--- src/sfd_pkg.sv ---
// ----------------------------------------------------------------------------
// sfd_pkg: shared types and constants of the sensor frame deframer
// Phase codes, status codes, register indexes and the result item layout.
// ----------------------------------------------------------------------------
`default_nettype none

package sfd_pkg;

  localparam int PayloadMaxDef = 192;
  localparam int HdrLen        = 6;

  localparam int ByteW  = 8;
  localparam int SumW   = 16;
  localparam int CfgIdxW = 2;
  localparam int OutDataW = 32;

  typedef enum logic [CfgIdxW-1:0] {
    RegSyncFirst  = 2'd0,
    RegSyncSecond = 2'd1,
    RegFrameType  = 2'd2
  } sfd_reg_e;

  localparam logic [ByteW-1:0] SyncFirstRst  = 8'hAA;
  localparam logic [ByteW-1:0] SyncSecondRst = 8'h55;
  localparam logic [ByteW-1:0] FrameTypeRst  = 8'h01;

  typedef enum logic [3:0] {
    PhSync1 = 4'd0,
    PhSync2 = 4'd1,
    PhType  = 4'd2,
    PhId    = 4'd3,
    PhLenLo = 4'd4,
    PhLenHi = 4'd5,
    PhData  = 4'd6,
    PhCkLo  = 4'd7,
    PhCkHi  = 4'd8
  } sfd_phase_e;

  typedef enum logic [1:0] {
    StOk       = 2'd0,
    StMismatch = 2'd1,
    StBadLen   = 2'd2
  } sfd_status_e;

  typedef struct packed {
    logic [ByteW-1:0] sync_first;
    logic [ByteW-1:0] sync_second;
    logic [ByteW-1:0] frame_type;
  } sfd_cfg_t;

  typedef struct packed {
    logic             is_end;
    logic [ByteW-1:0] msg_id;
    logic [ByteW-1:0] data_byte;
    logic [ByteW-1:0] byte_index;
    sfd_status_e      status;
    logic [ByteW-1:0] payload_len;
  } sfd_result_t;

endpackage

`default_nettype wire

--- src/sfd_cfg_regs.sv ---
// ----------------------------------------------------------------------------
// sfd_cfg_regs: configuration registers
// Holds the two sync bytes and the expected type byte.
// ----------------------------------------------------------------------------
`default_nettype none

module sfd_cfg_regs (
  input  wire logic                            clk_i,
  input  wire logic                            rst_ni,
  input  wire logic                            cfg_valid_i,
  input  wire logic [sfd_pkg::CfgIdxW-1:0]     cfg_index_i,
  input  wire logic [sfd_pkg::ByteW-1:0]       cfg_data_i,
  output sfd_pkg::sfd_cfg_t                    cfg_o
);

  sfd_pkg::sfd_cfg_t cfg_q, cfg_d;

  always_comb begin
    cfg_d = cfg_q;
    if (cfg_valid_i) begin
      case (cfg_index_i)
        sfd_pkg::RegSyncFirst:  cfg_d.sync_first  = cfg_data_i;
        sfd_pkg::RegSyncSecond: cfg_d.sync_second = cfg_data_i;
        sfd_pkg::RegFrameType:  cfg_d.frame_type  = cfg_data_i;
        default:                cfg_d = cfg_q;
      endcase
    end
  end

  always_ff @(posedge clk_i or negedge rst_ni) begin
    if (!rst_ni) begin
      cfg_q.sync_first  <= sfd_pkg::SyncFirstRst;
      cfg_q.sync_second <= sfd_pkg::SyncSecondRst;
      cfg_q.frame_type  <= sfd_pkg::FrameTypeRst;
    end else begin
      cfg_q <= cfg_d;
    end
  end

  assign cfg_o = cfg_q;

endmodule

`default_nettype wire

--- src/sfd_in_reg.sv ---
// ----------------------------------------------------------------------------
// sfd_in_reg: input register
// Captures one received byte and holds it until the parser steps.
// ----------------------------------------------------------------------------
`default_nettype none

module sfd_in_reg (
  input  wire logic                       clk_i,
  input  wire logic                       rst_ni,
  input  wire logic                       in_valid_i,
  output      logic                       in_ready_o,
  input  wire logic [sfd_pkg::ByteW-1:0]  in_byte_i,
  input  wire logic                       advance_i,
  output      logic                       held_valid_o,
  output      logic [sfd_pkg::ByteW-1:0]  held_byte_o
);

  logic                      valid_q, valid_d;
  logic [sfd_pkg::ByteW-1:0] byte_q;

  assign in_ready_o = !valid_q || advance_i;

  always_comb begin
    valid_d = valid_q;
    if (in_ready_o) begin
      valid_d = in_valid_i;
    end
  end

  always_ff @(posedge clk_i or negedge rst_ni) begin
    if (!rst_ni) begin
      valid_q <= 1'b0;
    end else begin
      valid_q <= valid_d;
    end
  end

  always_ff @(posedge clk_i) begin
    if (in_valid_i && in_ready_o) begin
      byte_q <= in_byte_i;
    end
  end

  assign held_valid_o = valid_q;
  assign held_byte_o  = byte_q;

endmodule

`default_nettype wire

--- src/sfd_parser.sv ---
// ----------------------------------------------------------------------------
// sfd_parser: frame parser
// Header hunt, length check, payload forwarding and 16-bit sum check.
// ----------------------------------------------------------------------------
`default_nettype none

module sfd_parser #(
  parameter int PAYLOAD_MAX = sfd_pkg::PayloadMaxDef
) (
  input  wire logic                       clk_i,
  input  wire logic                       rst_ni,
  input  wire logic                       step_i,
  input  wire logic [sfd_pkg::ByteW-1:0]  byte_i,
  input  wire sfd_pkg::sfd_cfg_t          cfg_i,
  output      logic                       res_valid_o,
  output sfd_pkg::sfd_result_t            res_o
);

  localparam logic [sfd_pkg::SumW-1:0] LenMin = sfd_pkg::SumW'(sfd_pkg::HdrLen);
  localparam logic [sfd_pkg::SumW-1:0] LenMax =
    sfd_pkg::SumW'(sfd_pkg::HdrLen + PAYLOAD_MAX);
  localparam logic [sfd_pkg::ByteW-1:0] HdrLenB = sfd_pkg::ByteW'(sfd_pkg::HdrLen);

  sfd_pkg::sfd_phase_e        phase_q, phase_d;
  logic [sfd_pkg::ByteW-1:0]  id_q, id_d;
  logic [sfd_pkg::ByteW-1:0]  len_lo_q, len_lo_d;
  logic [sfd_pkg::ByteW-1:0]  plen_q, plen_d;
  logic [sfd_pkg::ByteW-1:0]  seen_q, seen_d;
  logic [sfd_pkg::SumW-1:0]   sum_q, sum_d;
  logic [sfd_pkg::ByteW-1:0]  ck_lo_q, ck_lo_d;

  logic [sfd_pkg::SumW-1:0]   sum_add;
  logic [sfd_pkg::SumW-1:0]   total_len;
  logic [sfd_pkg::SumW-1:0]   rx_sum;
  logic [sfd_pkg::ByteW:0]    seen_next;

  assign sum_add   = sum_q + {{(sfd_pkg::SumW-sfd_pkg::ByteW){1'b0}}, byte_i};
  assign total_len = {byte_i, len_lo_q};
  assign rx_sum    = {byte_i, ck_lo_q};
  assign seen_next = {1'b0, seen_q} + (sfd_pkg::ByteW+1)'(1);

  always_comb begin
    phase_d  = phase_q;
    id_d     = id_q;
    len_lo_d = len_lo_q;
    plen_d   = plen_q;
    seen_d   = seen_q;
    sum_d    = sum_q;
    ck_lo_d  = ck_lo_q;

    res_valid_o       = 1'b0;
    res_o.is_end      = 1'b0;
    res_o.msg_id      = id_q;
    res_o.data_byte   = '0;
    res_o.byte_index  = '0;
    res_o.status      = sfd_pkg::StOk;
    res_o.payload_len = plen_q;

    if (step_i) begin
      case (phase_q)
        sfd_pkg::PhSync2: begin
          phase_d = (byte_i == cfg_i.sync_second) ? sfd_pkg::PhType : sfd_pkg::PhSync1;
        end
        sfd_pkg::PhType: begin
          if (byte_i == cfg_i.frame_type) begin
            sum_d   = {{(sfd_pkg::SumW-sfd_pkg::ByteW){1'b0}}, byte_i};
            phase_d = sfd_pkg::PhId;
          end else begin
            phase_d = sfd_pkg::PhSync1;
          end
        end
        sfd_pkg::PhId: begin
          id_d    = byte_i;
          sum_d   = sum_add;
          phase_d = sfd_pkg::PhLenLo;
        end
        sfd_pkg::PhLenLo: begin
          len_lo_d = byte_i;
          sum_d    = sum_add;
          phase_d  = sfd_pkg::PhLenHi;
        end
        sfd_pkg::PhLenHi: begin
          sum_d  = sum_add;
          seen_d = '0;
          if (total_len < LenMin || total_len > LenMax) begin
            phase_d           = sfd_pkg::PhSync1;
            res_valid_o       = 1'b1;
            res_o.is_end      = 1'b1;
            res_o.status      = sfd_pkg::StBadLen;
            res_o.payload_len = '0;
          end else begin
            plen_d  = len_lo_q - HdrLenB;
            phase_d = (total_len == LenMin) ? sfd_pkg::PhCkLo : sfd_pkg::PhData;
          end
        end
        sfd_pkg::PhData: begin
          sum_d            = sum_add;
          seen_d           = seen_next[sfd_pkg::ByteW-1:0];
          res_valid_o      = 1'b1;
          res_o.data_byte  = byte_i;
          res_o.byte_index = seen_q;
          if (seen_next >= {1'b0, plen_q}) begin
            phase_d = sfd_pkg::PhCkLo;
          end
        end
        sfd_pkg::PhCkLo: begin
          ck_lo_d = byte_i;
          phase_d = sfd_pkg::PhCkHi;
        end
        sfd_pkg::PhCkHi: begin
          phase_d      = sfd_pkg::PhSync1;
          res_valid_o  = 1'b1;
          res_o.is_end = 1'b1;
          res_o.status = (rx_sum == sum_q) ? sfd_pkg::StOk : sfd_pkg::StMismatch;
        end
        default: begin
          phase_d = (byte_i == cfg_i.sync_first) ? sfd_pkg::PhSync2 : sfd_pkg::PhSync1;
        end
      endcase
    end
  end

  always_ff @(posedge clk_i or negedge rst_ni) begin
    if (!rst_ni) begin
      phase_q  <= sfd_pkg::PhSync1;
      id_q     <= '0;
      len_lo_q <= '0;
      plen_q   <= '0;
      seen_q   <= '0;
      sum_q    <= '0;
      ck_lo_q  <= '0;
    end else begin
      phase_q  <= phase_d;
      id_q     <= id_d;
      len_lo_q <= len_lo_d;
      plen_q   <= plen_d;
      seen_q   <= seen_d;
      sum_q    <= sum_d;
      ck_lo_q  <= ck_lo_d;
    end
  end

endmodule

`default_nettype wire

--- src/sfd_out_reg.sv ---
// ----------------------------------------------------------------------------
// sfd_out_reg: result register
// Holds one result item until the downstream side takes it.
// ----------------------------------------------------------------------------
`default_nettype none

module sfd_out_reg (
  input  wire logic                 clk_i,
  input  wire logic                 rst_ni,
  input  wire logic                 load_i,
  input  wire sfd_pkg::sfd_result_t res_i,
  output      logic                 can_take_o,
  output      logic                 out_valid_o,
  input  wire logic                 out_ready_i,
  output sfd_pkg::sfd_result_t      res_o
);

  logic                 valid_q, valid_d;
  sfd_pkg::sfd_result_t res_q;

  assign can_take_o = !valid_q || out_ready_i;

  always_comb begin
    valid_d = valid_q;
    if (load_i) begin
      valid_d = 1'b1;
    end else if (out_ready_i) begin
      valid_d = 1'b0;
    end
  end

  always_ff @(posedge clk_i or negedge rst_ni) begin
    if (!rst_ni) begin
      valid_q <= 1'b0;
    end else begin
      valid_q <= valid_d;
    end
  end

  always_ff @(posedge clk_i) begin
    if (load_i) begin
      res_q <= res_i;
    end
  end

  assign out_valid_o = valid_q;
  assign res_o       = res_q;

endmodule

`default_nettype wire

--- src/sensor_frame_deframer_sum16_core.sv ---
// ----------------------------------------------------------------------------
// sensor_frame_deframer_sum16_core: length-prefixed frame deframer
// Hunts for sync and type, checks length, forwards payload, checks 16-bit sum.
// ----------------------------------------------------------------------------
// Channel  | Dir | Handshake            | Content
// s_axis   | in  | tvalid / tready      | tdata[7:0] rx_byte
// m_axis   | out | tvalid / tready      | tdata msg_id, data_byte, byte_index,
//          |     |                      | payload_len; tlast is_end; tuser status
// cfg      | in  | cfg_valid / cfg_ready| cfg_index register, cfg_data value
//
// One byte per cycle while the result channel takes its items; a result is offered
// from the result register after its byte has passed the input register and parser.
// The parser steps once per byte, set by its phase register and 16-bit sum.
// Reset clears the phase, the sum and all valid flags; registers take defaults.
// A stalled result stalls the parser only while the input register is full.
// ----------------------------------------------------------------------------
`default_nettype none

module sensor_frame_deframer_sum16_core #(
  parameter int PAYLOAD_MAX = sfd_pkg::PayloadMaxDef
) (
  input  wire logic                           clk_i,
  input  wire logic                           rst_ni,
  input  wire logic                           s_axis_tvalid_i,
  output      logic                           s_axis_tready_o,
  input  wire logic [7:0]                     s_axis_tdata_i,  // [7:0] rx_byte
  output      logic                           m_axis_tvalid_o,
  input  wire logic                           m_axis_tready_i,
  // [7:0] msg_id, [15:8] data_byte, [23:16] byte_index, [31:24] payload_len
  output      logic [sfd_pkg::OutDataW-1:0]   m_axis_tdata_o,
  output      logic                           m_axis_tlast_o,
  output      logic [1:0]                     m_axis_tuser_o,  // [1:0] status
  input  wire logic                           cfg_valid_i,
  output      logic                           cfg_ready_o,
  input  wire logic [sfd_pkg::CfgIdxW-1:0]    cfg_index_i,
  input  wire logic [sfd_pkg::ByteW-1:0]      cfg_data_i
);

  sfd_pkg::sfd_cfg_t    cfg;
  sfd_pkg::sfd_result_t res, out_res;
  logic                 held_valid;
  logic [sfd_pkg::ByteW-1:0] held_byte;
  logic                 res_valid;
  logic                 can_take;
  logic                 advance;

  assign cfg_ready_o = 1'b1;
  assign advance     = held_valid && can_take;

  sfd_cfg_regs u_cfg (
    .clk_i       (clk_i),
    .rst_ni      (rst_ni),
    .cfg_valid_i (cfg_valid_i),
    .cfg_index_i (cfg_index_i),
    .cfg_data_i  (cfg_data_i),
    .cfg_o       (cfg)
  );

  sfd_in_reg u_in (
    .clk_i        (clk_i),
    .rst_ni       (rst_ni),
    .in_valid_i   (s_axis_tvalid_i),
    .in_ready_o   (s_axis_tready_o),
    .in_byte_i    (s_axis_tdata_i),
    .advance_i    (advance),
    .held_valid_o (held_valid),
    .held_byte_o  (held_byte)
  );

  sfd_parser #(
    .PAYLOAD_MAX (PAYLOAD_MAX)
  ) u_parser (
    .clk_i       (clk_i),
    .rst_ni      (rst_ni),
    .step_i      (advance),
    .byte_i      (held_byte),
    .cfg_i       (cfg),
    .res_valid_o (res_valid),
    .res_o       (res)
  );

  sfd_out_reg u_out (
    .clk_i       (clk_i),
    .rst_ni      (rst_ni),
    .load_i      (res_valid),
    .res_i       (res),
    .can_take_o  (can_take),
    .out_valid_o (m_axis_tvalid_o),
    .out_ready_i (m_axis_tready_i),
    .res_o       (out_res)
  );

  assign m_axis_tdata_o = {out_res.payload_len, out_res.byte_index,
                           out_res.data_byte, out_res.msg_id};
  assign m_axis_tlast_o = out_res.is_end;
  assign m_axis_tuser_o = out_res.status;

endmodule

`default_nettype wire

--- config.mk ---
export PLATFORM = sky130hd
export DESIGN_NAME = sensor_frame_deframer_sum16_core
export DESIGN_NICKNAME = d
export VERILOG_FILES = /design/src/sfd_pkg.sv /design/src/sfd_cfg_regs.sv /design/src/sfd_in_reg.sv /design/src/sfd_parser.sv /design/src/sfd_out_reg.sv /design/src/sensor_frame_deframer_sum16_core.sv
export SDC_FILE = /design/constraint.sdc
export NUM_CORES = 1
export LEC_CHECK = 0
export ABC_CLOCK_PERIOD_IN_PS = 6150
export BUFFER_PORTS_ARGS = -buffer_cell sky130_fd_sc_hd__buf_2
export CORE_AREA = 4 4 84 145
export CTS_CLUSTER_SIZE = 30
export DETAILED_ROUTE_END_ITERATION = 10
export DIE_AREA = 0 0 88 149
export PLACE_DENSITY = 0.79
export SYNTH_ARGS = -nofsm -noshare
export SYNTH_HDL_FRONTEND = slang
export SYNTH_SLANG_ARGS = --single-unit
export TNS_END_PERCENT = 20
--- constraint.sdc ---
create_clock -name clk_i -period 6.15 [get_ports clk_i]
set_input_delay 0.9225 -clock clk_i [delete_from_list [all_inputs] [get_ports clk_i]]
set_output_delay 0.9225 -clock clk_i [all_outputs]
set_load 0.1 [all_outputs]
== After elaboration in Yosys (flattened, before gate mapping) ==
Cells that the tools add are included.
Word-level totals
  flip-flop bits (word level): 129
  bits in latches: 0
  RAM bits: 0
  memory bits (read-only): 0
  input bits: 23
  output and inout bits: 38
  word-level logic and storage cells: 88
  memories: 0
Operators by class
  add/subtract/negate cells: 3
  multipliers: 0
  div/mod/pow operators: 0
  $lt $le $gt $ge: 3
  equal/unequal tests: 17
  shift-type cells: 0
  multiplexer cells: 21
  bitwise logic cells: 1
  reduce and logical (&&, ||, !) cells: 24
Operators with widths (number)
  $pmux 16 s2: 1
  $pmux 4 s8: 1
  $eq 8x8->1: 3
  $reduce_and 2->1: 9
  $add 16x8->16: 1
  $eq 16x16->1: 1
  $eq 16x3->1 const B: 1
  $eq 4x3->1 const B: 4
  $gt 16x8->1 const B: 1
  $lt 16x3->1 const B: 1
  $mux 16: 1
  $mux 8: 2
  $pmux 8 s2: 1
  $mux 10: 1
  $add 8x1->9 const B: 1
  $ge 9x8->1: 1
  $eq 4x2->1 const B: 2
  $mux 4: 2
  $sub 8x3->8 const B: 1
  $mux 1: 7
  $reduce_and 3->1: 2
  $reduce_bool 2->1: 3
  $eq 4x1->1 const B: 1
  $eq 4x4->1 const B: 1
  13 further kinds: 20

== Longest topological paths before layout ==
  depth after elaboration: 6
  depth in mapped cells: 10
  gate-level depth less buffers: 10

== Cells and area by module ==
From an unflattened synthesis, not the netlist that was laid out.
Second synthesis, totals
  cell total of the unflattened synthesis: 571
  area, all modules: 6583.8 um^2
Modules (own cells, without submodules)
  sfd_parser: times used 1, cells an instance 467, area each 4250.3 um^2, seq. area each 1501.4 um^2
  sfd_out_reg: times used 1, cells an instance 38, area each 1098.6 um^2, seq. area each 1076.0 um^2
  sfd_cfg_regs: times used 1, cells an instance 51, area each 923.4 um^2, seq. area each 611.8 um^2
  sfd_in_reg: times used 1, cells an instance 12, area each 294.0 um^2, seq. area each 265.3 um^2
  sensor_frame_deframer_sum16_core: times used 1, cells an instance 3, area each 17.5 um^2, seq. area each 0.0 um^2

== Worst setup path after synthesis ==
OpenSTA, ideal clock, no wires.
  path type: reg2reg
  start point: register u_in.byte_q, in the netlist u_in.held_byte_o[4]
  end point: register u_out.res_q, in the netlist u_out.res_o[0], enable pin
  library setup time: 0.588 ns
  arrival: 2.449 ns
  required time: 5.562 ns
  path slack: 3.112 ns
  stages on the path, launching flop included: 7
  buffers on the path: 1
  period minus slack after synthesis: 3.038 ns
  path through: edfxtp_1 > buf_6 > or4_4 > a211oi_4 > nand2_4 > nand3_1 > nand3_1
On the way
  word-level cells in the longest chain between the ends: 5
  elaborated cells on any way between the ends: 6
  those cells by class: 2 x order compare; 3 x mux; 1 x reduce/logical
RTL lines
  start: declaration: RTL line sfd_in_reg.sv:19  | logic [sfd_pkg::ByteW-1:0] byte_q;
  start signal: assignment: RTL line sfd_in_reg.sv:40  | byte_q <= in_byte_i;
  $lt 16x3->1 or $gt 16x8->1 (tied branches): RTL line sfd_parser.sv:85  | if (total_len < LenMin || total_len > LenMax) begin
  $logic_or 1x1->1 *: RTL line sfd_parser.sv:85
  $mux 1 *: RTL line sfd_parser.sv:85
  $pmux 1 s2 *: RTL line sfd_parser.sv:60  | case (phase_q)
  $mux 1 *: RTL line sfd_parser.sv:59  | if (step_i) begin
  via res_valid: RTL line sensor_frame_deframer_sum16_core.sv:43  | logic res_valid;
  end signal: assignment: RTL line sfd_out_reg.sv:42  | res_q <= res_i;
  end: declaration: RTL line sfd_out_reg.sv:19  | sfd_pkg::sfd_result_t res_q;
Mark *: on every way through the listed nets, which the timed path passes. The rest lies on a longest branch.
A chain may end at the register's enable or synchronous reset.

== Final worst setup path ==
  start point: register u_parser.phase_q[3]
  end point: register u_out.res_q, in the netlist u_out.res_o[22], enable pin
On the way
  word-level cells in the longest chain between the ends: 4
  elaborated cells on any way between the ends: 6
  those cells by class: 3 x eq/ne; 2 x mux; 1 x reduce/logical
RTL lines
  start: declaration: RTL line sfd_parser.sv:24  | sfd_pkg::sfd_phase_e phase_q, phase_d;
  start signal: assignment: RTL line sfd_parser.sv:125  | phase_q <= sfd_pkg::PhSync1;
  start signal: assignment: RTL line sfd_parser.sv:133  | phase_q <= phase_d;
  $eq 4x3->1 or $eq 4x4->1 (tied branches): RTL line sfd_parser.sv:60
  $reduce_or 2->1 (no source line)
  $pmux 1 s2 *: RTL line sfd_parser.sv:60
  $mux 1 *: RTL line sfd_parser.sv:59
  via res_valid: RTL line sensor_frame_deframer_sum16_core.sv:43
Marks and branches as above.

==> impl_metrics.py <==
metrics = {
    "floorplanning": {
        "io_pins": 61,
        "core_area_um2": 11000,
        "start_util": 0.589,
        "die_w_um": 88,
        "fp-row-count": 51,
        "dieArea_um2": 13100,
        "dieHeight_um": 149,
    },
    "synth": {
        "synthCells": 543,
        "ys_ff_latch": 129,
        "syn-num-nets": 585,
        "synth-edff-count": 43,
        "synth-main-ff-cell": "dfrtp_1",
        "avgSynthCellArea_um2": 12.0,
        "syn_area_um2": 6500,
        "yosysSeqAreaShare": 0.531,
        "async_flop_share": 0.667,
        "synth.distinct_cells": 63,
        "yosysWarnings": 0,
    },
    "timing": {
        "slew_headroom": 0.144,
        "worst_clock_skew_ns": 0.00785,
        "clock.fmax_mhz": 319,
        "finalMaxSlewViolations": 0,
        "post-route-period-util": 0.510,
        "final_hold_viol_count": 0,
        "tightest_slew_ns": 1.28,
        "fin_crit_ns": 3.14,
        "fin_setup_tns_ns": 0,
        "rsz0062_at_grt": "no",
        "finalSetupViolCount": 0,
    },
    "power": {
        "ir_drop_mv": 0.297,
        "p_leak_uw": 0.00321,
        "p_total_uw": 3170,
        "p_per_area_nw_per_um2": 424,
    },
    "critical_path": {
        "criticalPathCategory": "reg -> reg",
        "critical-path-slowest-cell": "nor3b_1",
        "cp_max_fo": 35,
        "required_ns": 6.22,
        "end_kind": "register",
        "cp_common_cell": "nand3_1",
        "cp_cell_sequence": "nand2b_1, nor3b_1, nand3_1, nand3_1, buf_4",
        "r2r_setup_slack_ns": 3.01,
        "max_stage_delay_ns": 1.06,
        "worstPathArrival_ns": 3.20,
        "startpoint_type": "register",
    },
    "grt": {
        "grt_pass1_vias": 4765,
        "grt_use_total": 0.238,
        "antenna_found_initial": 0,
        "grt_max_degree": 66,
        "gr-total-overflow": 0,
        "grt_first_pass_wirelength_um": 23600,
    },
    "layout": {
        "area_growth_pct": 14.8,
        "utilization": 0.676,
        "diodes": 0,
        "nNetsFinal": 647,
        "drive_gt1_frac": 0.259,
        "nFillCells": 794,
    },
    "run_status": {
        "status": "finished, final reports clean",
    },
    "min_path": {
        "worstHoldPathType": "in -> async",
    },
    "route": {
        "drtIter0Drc": 393,
        "vias": 4523,
        "wirelength_um": 14500,
        "wire_per_inst_um": 19.3,
        "drt_pre_antenna_iters": 5,
        "remaining_drc_errors": 0,
        "ant_nets": 0,
        "via_per_inst": 6.03,
    },
    "cts": {
        "cts_sinks": 129,
        "postCtsSetupRepairBufs": 0,
        "root_buffer": "clkbuf_16",
        "cts_resized": 0,
        "cts_buffers": 17,
        "cts_max_path_buffers": 2,
        "htreeDepth": 4,
        "clkTransAtPathRegs_ns": 0.06,
        "insertion_delay_ns": 0.42,
        "cts_tree": "built",
        "cts_hold_buf": 0,
    },
    "place": {
        "port_buffers": 59,
        "hpwl_um": 10300,
        "gp_congestion": 0.872,
    },
    "flow_run": {
        "cap_violations": 0,
    },
}
-- power breakdown --
part / leakage [µW] / switching, µW / internal [µW] / total, µW
clock: 0.000278 / 387 / 558 / 945
combinational: 0.00145 / 640 / 359 / 999
sequential: 0.00147 / 165 / 1060 / 1220
total: 0.00321 / 1190 / 1970 / 3170
-- metrics by stage --
stage / instances / instance area (µm²) / setup slack (ns) / hold slack, ns
6_report: 750 / 7460 / 3.01 / 0.396
5_1_grt: 750 / 7460 / 2.77 / 0.398
4_1_cts: 750 / 7460 / 3.09 / 0.394
3_5_place_dp: 718 / 6900 / 2.81 / 0.432
3_3_place_gp: 718 / 6900 / 2.97 / 0.429
2_1_floorplan: 543 / 6500 / 3.11 / 0.419
-- cell usage after synthesis, drive strengths merged, types with 2 or more instances --
master / n / share of area
o221ai: 2 / 0.0027
a31oi: 11 / 0.011
nor3b: 2 / 0.0023
nand4: 7 / 0.0067
mux2: 55 / 0.096
edfxtp: 43 / 0.20
xor2: 28 / 0.038
and2: 19 / 0.018
nor2b: 6 / 0.0058
xnor2: 27 / 0.036
nor4: 13 / 0.015
nand3: 19 / 0.015
buf: 8 / 0.0077
nand2b: 6 / 0.0058
dfrtp: 77 / 0.30
o21ai: 28 / 0.022
ha: 18 / 0.035
or4: 2 / 0.0029
clkbuf: 14 / 0.0083
o21a: 4 / 0.0046
mux2i: 15 / 0.023
o22ai: 2 / 0.0019
or3: 2 / 0.0019
nand3b: 4 / 0.0046
and3: 6 / 0.0058
a22o: 4 / 0.0054
nor3: 9 / 0.0069
a211oi: 3 / 0.0054
nor2: 20 / 0.012
nand2: 29 / 0.018
o21bai: 7 / 0.0081
o211ai: 3 / 0.0042
dfstp: 9 / 0.036
o31ai: 3 / 0.0035
inv: 15 / 0.0087
a21oi: 9 / 0.0069
-- path summary, 6_finish.rpt --
path                                                      end  cells past startpoint                            start
worst max-delay path            u_out.res_o[22]$_SDFFCE_PN0P_                      5  u_parser.phase_q[3]$_DFFE_PN0P_
worst min-delay path            u_parser.sum_q[6]$_DFFE_PN0P_                      1                           rst_ni
worst max register to register  u_out.res_o[22]$_SDFFCE_PN0P_                      5  u_parser.phase_q[3]$_DFFE_PN0P_
worst min register to register      u_out.res_o[30]$_DFFE_PP_                      0     u_parser.id_q[4]$_DFFE_PN0P_
max in group asynchronous         u_cfg.cfg_o[18]$_DFFE_PN0P_                      2                           rst_ni
min in group clk_i                  u_out.res_o[30]$_DFFE_PP_                      0     u_parser.id_q[4]$_DFFE_PN0P_
-- cell families after synthesis --
| logic type | Yosys count | share of synthesized area |
|---|---|---|
| AND/OR/NAND/NOR | 149 | 0.127 |
| adder cells (fa/ha/maj) | 19 | 0.0377 |
| multiplexers | 70 | 0.120 |
| buffers and inverters | 37 | 0.0246 |
| AO/OA/AOI/OAI | 83 | 0.0845 |
| flip-flops | 129 | 0.531 |
| other | 1 | 0.000577 |
| XOR/XNOR | 55 | 0.0741 |
-- sequential cells by signal, summed over array words and instances (netlist names) --
name and cells:
u_cfg.cfg_o 24, u_in.held_byte_o 8, u_in.held_valid_o 1, u_out.out_valid_o 1, u_out.res_o 35, u_parser.ck_lo_q 8
u_parser.id_q 8, u_parser.len_lo_q 8, u_parser.phase_q 4, u_parser.plen_q 8, u_parser.seen_q 8, u_parser.sum_q 16
-- worst max-delay path: cells and delay by family (launching register included) --
kind / cells / cell delay [ns]
simple gates: 4 / 1.90
buf+inv: 1 / 0.40
flops: 1 / 0.47
-- layer usage --
metal | GRT usage | wire [µm]
met5 | 0 | 0
met4 | 0.126 | 635
met3 | 0.0564 | 690
met2 | 0.420 | 7910
met1 | 0.257 | 5250
-- cells in the final DEF (no fill, tap or decap), types with 5 or more instances in the layout --
cell,netlist,final
nor2_1,19,19
clkinv_2,0,5
nor4_1,12,12
o21bai_1,7,7
dfstp_2,9,9
ha_1,18,18
and3_1,6,6
buf_2,4,58
nor3_1,9,9
nand2b_1,6,6
clkbuf_16,0,17
o21ai_0,23,23
inv_1,15,15
o21ai_1,5,5
xnor2_1,27,27
a21oi_1,9,9
nand2_1,28,28
mux2i_1,15,15
nor2b_1,6,6
dfrtp_1,77,77
nand4_1,7,7
xor2_1,28,28
buf_4,2,7
nand3_1,19,19
and2_1,19,19
mux2_2,46,46
mux2_1,7,7
a31oi_1,11,11
edfxtp_1,43,43
-- final cells by class --
class / count / area [µm²] / area share
Sequential cell: 129 / 3450 / 0.463
Clock buffer: 17 / 425 / 0.0570
Tap cell: 132 / 165 / 0.0221
Multi-Input combinational cell: 377 / 2890 / 0.387
Timing Repair Buffer: 65 / 343 / 0.0459
Clock inverter: 15 / 133 / 0.0178
Inverter: 15 / 56.3 / 0.00755
Power figures use the tool's default switching activity.
